--- src/hw/rtl/gcc_pkg.sv ---
package gcc_pkg;

    localparam int COLOUR_W = 17;
    localparam int COORD_W = 6;
    localparam int CFG_IDX_W = 2;
    localparam int CFG_VAL_W = 6;
    localparam int PIX_W = 32;

    localparam logic [COLOUR_W-1:0] UNIT_ONE = 17'd65536;
    localparam logic [16:0] DIV255_MUL = 17'd65794;
    localparam int DIV255_SHIFT = 24;
    localparam logic [7:0] BYTE_MAX = 8'd255;
    localparam logic [15:0] BLEND_ROUND = 16'd127;

    typedef enum logic [1:0] {
        FUNC_CLEAR = 2'd0,
        FUNC_BLEND = 2'd1,
        FUNC_READ  = 2'd2,
        FUNC_NONE  = 2'd3
    } gcc_func_t;

    typedef enum logic [CFG_IDX_W-1:0] {
        REG_TARGET_WIDTH  = 2'd0,
        REG_TARGET_HEIGHT = 2'd1,
        REG_UNUSED_2      = 2'd2,
        REG_UNUSED_3      = 2'd3
    } gcc_reg_idx_t;

    typedef struct packed {
        logic [1:0]          func;
        logic [COORD_W-1:0]  pixel_x;
        logic [COORD_W-1:0]  pixel_y;
        logic [7:0]          coverage;
        logic [COLOUR_W-1:0] colour_red;
        logic [COLOUR_W-1:0] colour_green;
        logic [COLOUR_W-1:0] colour_blue;
        logic [COLOUR_W-1:0] fill_alpha;
    } gcc_item_t;

    typedef struct packed {
        logic [7:0] out_blue;
        logic [7:0] out_green;
        logic [7:0] out_red;
        logic [7:0] out_alpha;
        logic       in_bounds;
    } gcc_result_t;

    typedef struct packed {
        logic [CFG_IDX_W-1:0] index;
        logic [CFG_VAL_W-1:0] value;
    } gcc_cfg_t;

    typedef struct packed {
        logic calc;
        logic mix;
    } gcc_math_ctl_t;

    function automatic logic [COLOUR_W-1:0] clamp_unit(input logic [COLOUR_W-1:0] v);
        return (v > UNIT_ONE) ? UNIT_ONE : v;
    endfunction

endpackage

--- src/hw/rtl/gcc_pixel_math.sv ---
module gcc_pixel_math
    import gcc_pkg::*;
(
    input  logic                clk,
    input  gcc_math_ctl_t       ctl,
    input  logic                is_clear,
    input  logic [COLOUR_W-1:0] c_blue,
    input  logic [COLOUR_W-1:0] c_green,
    input  logic [COLOUR_W-1:0] c_red,
    input  logic [COLOUR_W-1:0] c_alpha,
    input  logic [7:0]          cov,
    input  logic [PIX_W-1:0]    dst,
    output logic [PIX_W-1:0]    pix
);

    // lanes: 0 blue, 1 green, 2 red, 3 alpha
    logic [COLOUR_W-1:0] chan_c [3];
    logic [33:0]         prod_reg [3];
    logic [7:0]          byte_reg [4];
    logic [15:0]         t_reg [4];
    logic [7:0]          byte_next [4];
    logic [15:0]         t_next [4];
    logic [7:0]          out_byte [4];
    logic [COLOUR_W-1:0] mul_b;
    logic [7:0]          inv;

    assign chan_c[0] = c_blue;
    assign chan_c[1] = c_green;
    assign chan_c[2] = c_red;
    assign mul_b = is_clear ? c_alpha : COLOUR_W'(cov);
    assign inv = BYTE_MAX - cov;

    always_ff @(posedge clk)
    begin
        if (ctl.calc)
        begin
            for (int i = 0; i < 3; i++)
            begin
                prod_reg[i] <= 34'(chan_c[i]) * 34'(mul_b);
            end
        end
        if (ctl.mix)
        begin
            for (int i = 0; i < 4; i++)
            begin
                byte_reg[i] <= byte_next[i];
                t_reg[i] <= t_next[i];
            end
        end
    end

    always_comb
    begin
        logic [41:0] clr_sum;
        logic [25:0] a_sum;
        logic [9:0]  clr_byte;
        logic [17:0] src_wide;
        for (int i = 0; i < 3; i++)
        begin
            clr_sum = (42'(prod_reg[i]) << 8) - 42'(prod_reg[i]) + (42'd1 << 31);
            clr_byte = clr_sum[41:32];
            src_wide = prod_reg[i][33:16];
            if (is_clear)
            begin
                byte_next[i] = (clr_byte > 10'(BYTE_MAX)) ? BYTE_MAX : clr_byte[7:0];
            end
            else
            begin
                byte_next[i] = (src_wide > 18'(BYTE_MAX)) ? BYTE_MAX : src_wide[7:0];
            end
            t_next[i] = 16'(dst[8*i +: 8]) * 16'(inv) + BLEND_ROUND;
        end
        a_sum = (26'(c_alpha) << 8) - 26'(c_alpha) + (26'd1 << 15);
        if (is_clear)
        begin
            byte_next[3] = (a_sum[25:16] > 10'(BYTE_MAX)) ? BYTE_MAX : a_sum[23:16];
        end
        else
        begin
            byte_next[3] = cov;
        end
        t_next[3] = 16'(dst[31:24]) * 16'(inv) + BLEND_ROUND;
    end

    // divide by 255 through a reciprocal, exact for the blend range
    always_comb
    begin
        logic [32:0] q_wide;
        logic [8:0]  sum;
        for (int i = 0; i < 4; i++)
        begin
            q_wide = 33'(t_reg[i]) * 33'(DIV255_MUL);
            sum = 9'(byte_reg[i]) + 9'(q_wide >> DIV255_SHIFT);
            if (is_clear)
            begin
                out_byte[i] = byte_reg[i];
            end
            else
            begin
                out_byte[i] = (sum > 9'(BYTE_MAX)) ? BYTE_MAX : sum[7:0];
            end
        end
    end

    assign pix = {out_byte[3], out_byte[2], out_byte[1], out_byte[0]};

endmodule

--- config.mk ---
export PLATFORM = sky130hd
export DESIGN_NAME = gcc_pixel_math
export DESIGN_NICKNAME = d
export VERILOG_FILES = /design/src/hw/rtl/gcc_pkg.sv /design/src/hw/rtl/gcc_pixel_math.sv
export SDC_FILE = /design/constraint.sdc
export NUM_CORES = 2
export LEC_CHECK = 0
export BUFFER_PORTS_ARGS = -buffer_cell sky130_fd_sc_hd__buf_2
export CAP_MARGIN = 0
export CORE_MARGIN = 4
export CORE_UTILIZATION = 55
export DETAILED_ROUTE_END_ITERATION = 7
export GPL_TIMING_DRIVEN = 0
export PLACE_DENSITY = 0.82
export SYNTH_ARGS = -nofsm -noshare
export SYNTH_HDL_FRONTEND = slang
export SYNTH_SLANG_ARGS = --single-unit
--- constraint.sdc ---
create_clock -name clk -period 16.3 [get_ports clk]
set_clock_uncertainty 0.15 [all_clocks]
set_input_delay 1.63 -clock clk [delete_from_list [all_inputs] [get_ports clk]]
set_output_delay 1.63 -clock clk [all_outputs]
set_load 0.02 [all_outputs]
==> summary.md <==
| Metric | Value |
|---|---|
| Status | finished clean |
| ANT nets after route | 0 |
| Crit path DAT | 11.09 ns |
| Final period util | 67.5% |
| Finish-stage setup viols | 0 |
| Final hold slack | 0.602 ns |
| Maxcap violations | 0 |
| Pwr dens | about 200 nW/um^2 |
| Final cell count without fillers | between 7,000 and 8,000 |
| Clock sinks | approximately 200 |
| Die Span X | around 320 um |
| Commonest cells after routing, fill and taps aside | inv_1, ha_1, fa_1 |
| Gpl congestion | around 0.99 |
| Met1 usage | between 30% and 40% |
| GR Layer Usage met2 | 46.5% |
| Sw Ratio | 51.6% |
| Post-synth EDFFs | slightly below 200 |
| Finished Cell Area | 57,600 um^2 |
| CTS resizes | 0 |
| Wire per inst | between 20 and 25 um |
| Worst skew pair latency | 0.50 ns |
| Reg power frac | 12.0% |
| Chip height | ~320 um |
| Worst setup SP type | primary input |
| Drt via density | between 5 and 6 |
| Busiest grt layer | met2 |
| Clock-pin slew on the worst setup and hold paths | 0.08 ns |
| # IOs | between 100 and 150 |
| Pre-antenna DRT Iters | 6 |
| Postcts setup bufs | 0 |
| Root buffer cell | clkbuf_16 |
| Yosys reg bits | 198 |
| Async set-reset flop share out of synthesis | 0% |
| Maximum vdd drop | around 0.22 mV |
| Unrepaired setup endpoints after global routing | no |
| Area Overhead vs Synth | 5.57% |
| Final hold violation count | 0 |
| Die Footprint | between 100,000 and 150,000 um^2 |
| HPWL after DPL | 127 mm |
| Synth cell types | between 70 and 80 |
| Number of flip-flops in the largest register | 102 |
| Top-area cell type share of the netlist area | 31.0% |
| CTS tree | built |
| Crit. End Element | flop |
| First-pass GRT wire length | between 200 and 250 mm |
| Pin slew with the least headroom to its limit | approximately 1.4 ns |
| Nets@finish | approximately 7,900 |
| Fin worst setup slack | approximately 5.3 ns |
| Combinational group share of total power | between 80% and 90% |
| Total negative slack | 0 ns |
| Max Clk Rate | 0.0909 GHz |
| DP Area | ~57,000 um^2 |
| CTS Hold Buffers Added | 0 |
| Most common cell after layout, fill and taps aside | inv_1 |
| Largest area contributor in the netlist | fa_1 |
| Clock Path Buffers | 2 |
| CTS buffer count | 17 |
| DR DRC count | 0 |
| Initial DRC Count | between 3,000 and 4,000 |
| Rows | between 100 and 150 |
| Met3 GRT Util | around 7.7% |
| Static Leak | 30.3 nW |
| WS Path Type | in -> reg |
| Detailed-route via count | between 40,000 and 50,000 |
| Fin. max-slew vios | 0 |
| Clk pwr share | approximately 3.9% |
| Synth Instances | between 5,000 and 6,000 |
| Reg2Reg Setup Slack | about 12 ns |
| Worst relative slew slack | around 6.3% |
| Starting density of the core | 55.5% |
| Tmin final | around 11 ns |
| Total Routing Usage GR | approximately 30% |
| Pin count of the biggest net entering global routing | 75 |
| Worst min-delay path class | reg -> reg |
| DP Cell Count | 7,283 |
| CTS H-Tree Depth | 4 |
| DP Worst Slack | 5.00 ns |
| Internal cell power | roughly 5.6 mW |
| Yosys warns | 0 |
| Port Buffers | 140 |
| CP Max Fanout | 10 |
| Mean Syn Cell Area | ~9.3 um^2 |
| Antenna violations before repair | 21 |
| Ys flop type | edfxtp_1 |
| Sequential fraction of the synthesis area | a little over a tenth |
| Mapped cell area | approximately 55,000 um^2 |
| Core Box Area | 98,400 um^2 |
| Layout cells sized above 1 | 3.33% |
| CP Data Required Time | between 15 and 20 ns |
| Net Count, Synth | 7,778 |
| GRT overflow | 0 |
| Ranking of synthesized cells by area | fa_1, ha_1, edfxtp_1 |
| Final wirelength | between 150 and 200 mm |
| P_sw | 5.98 mW |
| Number of global-route vias before repair | approximately 44,000 |
-- per-layer routing --
layer  routed length (um)  vias up
met5                   64        -
met4                 7950       10
met3                16300      460
met2                68200     2090
met1                59000    21010
li1                     -    19117
-- layout make-up --
type / instances / area (um^2)
multi-input cells: 4298 / 43500
fillers: 8397 / 40800
flip-flops and latches: 198 / 5950
inverters: 1167 / 4380
well taps: 1287 / 1610
repair buffers: 142 / 761
plain buffers: 191 / 719
clock buffers: 18 / 429
clock inverters: 14 / 186
diodes: 21 / 52.6
-- logic make-up (layout without fill, tap and decap cells) --
kind of cell,after synthesis,in the layout,synth area share [%]
buffers and inverters,1358,1532,9.34
and+or+nand+nor,1635,1635,15.4
AOI/OAI and AO/OA,627,627,7.64
DFF,198,198,10.9
xor gates and xnor gates,212,212,3.40
muxes,12,12,0.238
other,0,21,0
adders and majority gates,1812,1812,53.1
-- power by group through the flow --
| stage | registers, mW | clock network [mW] | logic [mW] |
|---|---|---|---|
| global route | 1.40 | 0.488 | 11.1 |
| global placement | 1.39 | 0 | 9.17 |
| CTS | 1.38 | 0.465 | 9.68 |
| floorplan | 1.28 | 0 | 7.34 |
| detailed placement | 1.39 | 0 | 9.57 |
| finish | 1.39 | 0.458 | 9.75 |
-- Yosys cell counts (all sizes together) (6+ instances only) --
master	instances
inv	1167
ha	968
fa	844
nand2	578
and2	221
and3	209
edfxtp	198
a21oi	191
clkbuf	184
nand2b	181
xnor2	156
nor2	154
nor2b	118
o21ai	99
a21o	97
xor2	56
nor3	49
o21bai	39
nand3	38
o21a	30
nand4	24
a211oi	20
o22a	20
a2bb2oi	18
a31oi	16
o211ai	14
and4	12
a21boi	11
or3	10
nor3b	9
or4	9
a221oi	8
mux2	8
o31ai	8
buf	7
a211o	6
a31o	6
o41ai	6
-- path summary, 6_finish.rpt --
| kind | startpoint | endpoint | depth (start not counted) |
|---|---|---|---|
| worst max-delay path | is_clear | prod_reg[0][32] | 24 |
| worst min-delay path | prod_reg[0][19] | byte_reg[0][3] | 1 |
| worst max register to register | prod_reg[0][26] | byte_reg[0][7] | 13 |
| worst min register to register | prod_reg[0][19] | byte_reg[0][3] | 1 |
-- critical path: stages --
cell,delay [ns]
buf_2,0.26
buf_2,0.50
inv_2,0.32
clkbuf_1,0.54
nor2_1,0.74
clkbuf_1,0.80
nand2_1,0.18
fa_1,0.58
fa_1,0.46
fa_1,0.54
fa_1,0.44
fa_1,0.46
fa_1,0.49
inv_1,0.04
ha_1,0.33
and3_1,0.23
nand2_1,0.13
o21ai_0,0.10
a2111oi_0,1.16
nor3_1,0.26
nor4_1,0.38
o21bai_1,0.13
a21oi_1,0.20
xnor2_1,0.13
-- per-stage QoR --
| step | utilization (%) | power [mW] |
|---|---|---|
| 6_report | 58.6 | 11.6 |
| 5_1_grt | 58.5 | 13.0 |
| 3_5_place_dp | 57.9 | 11.0 |
| 4_1_cts | 58.5 | 11.5 |
| 2_1_floorplan | - | 8.62 |
| 3_3_place_gp | 57.8 | 10.6 |
Note: power is estimated with default switching activity, not from simulation.
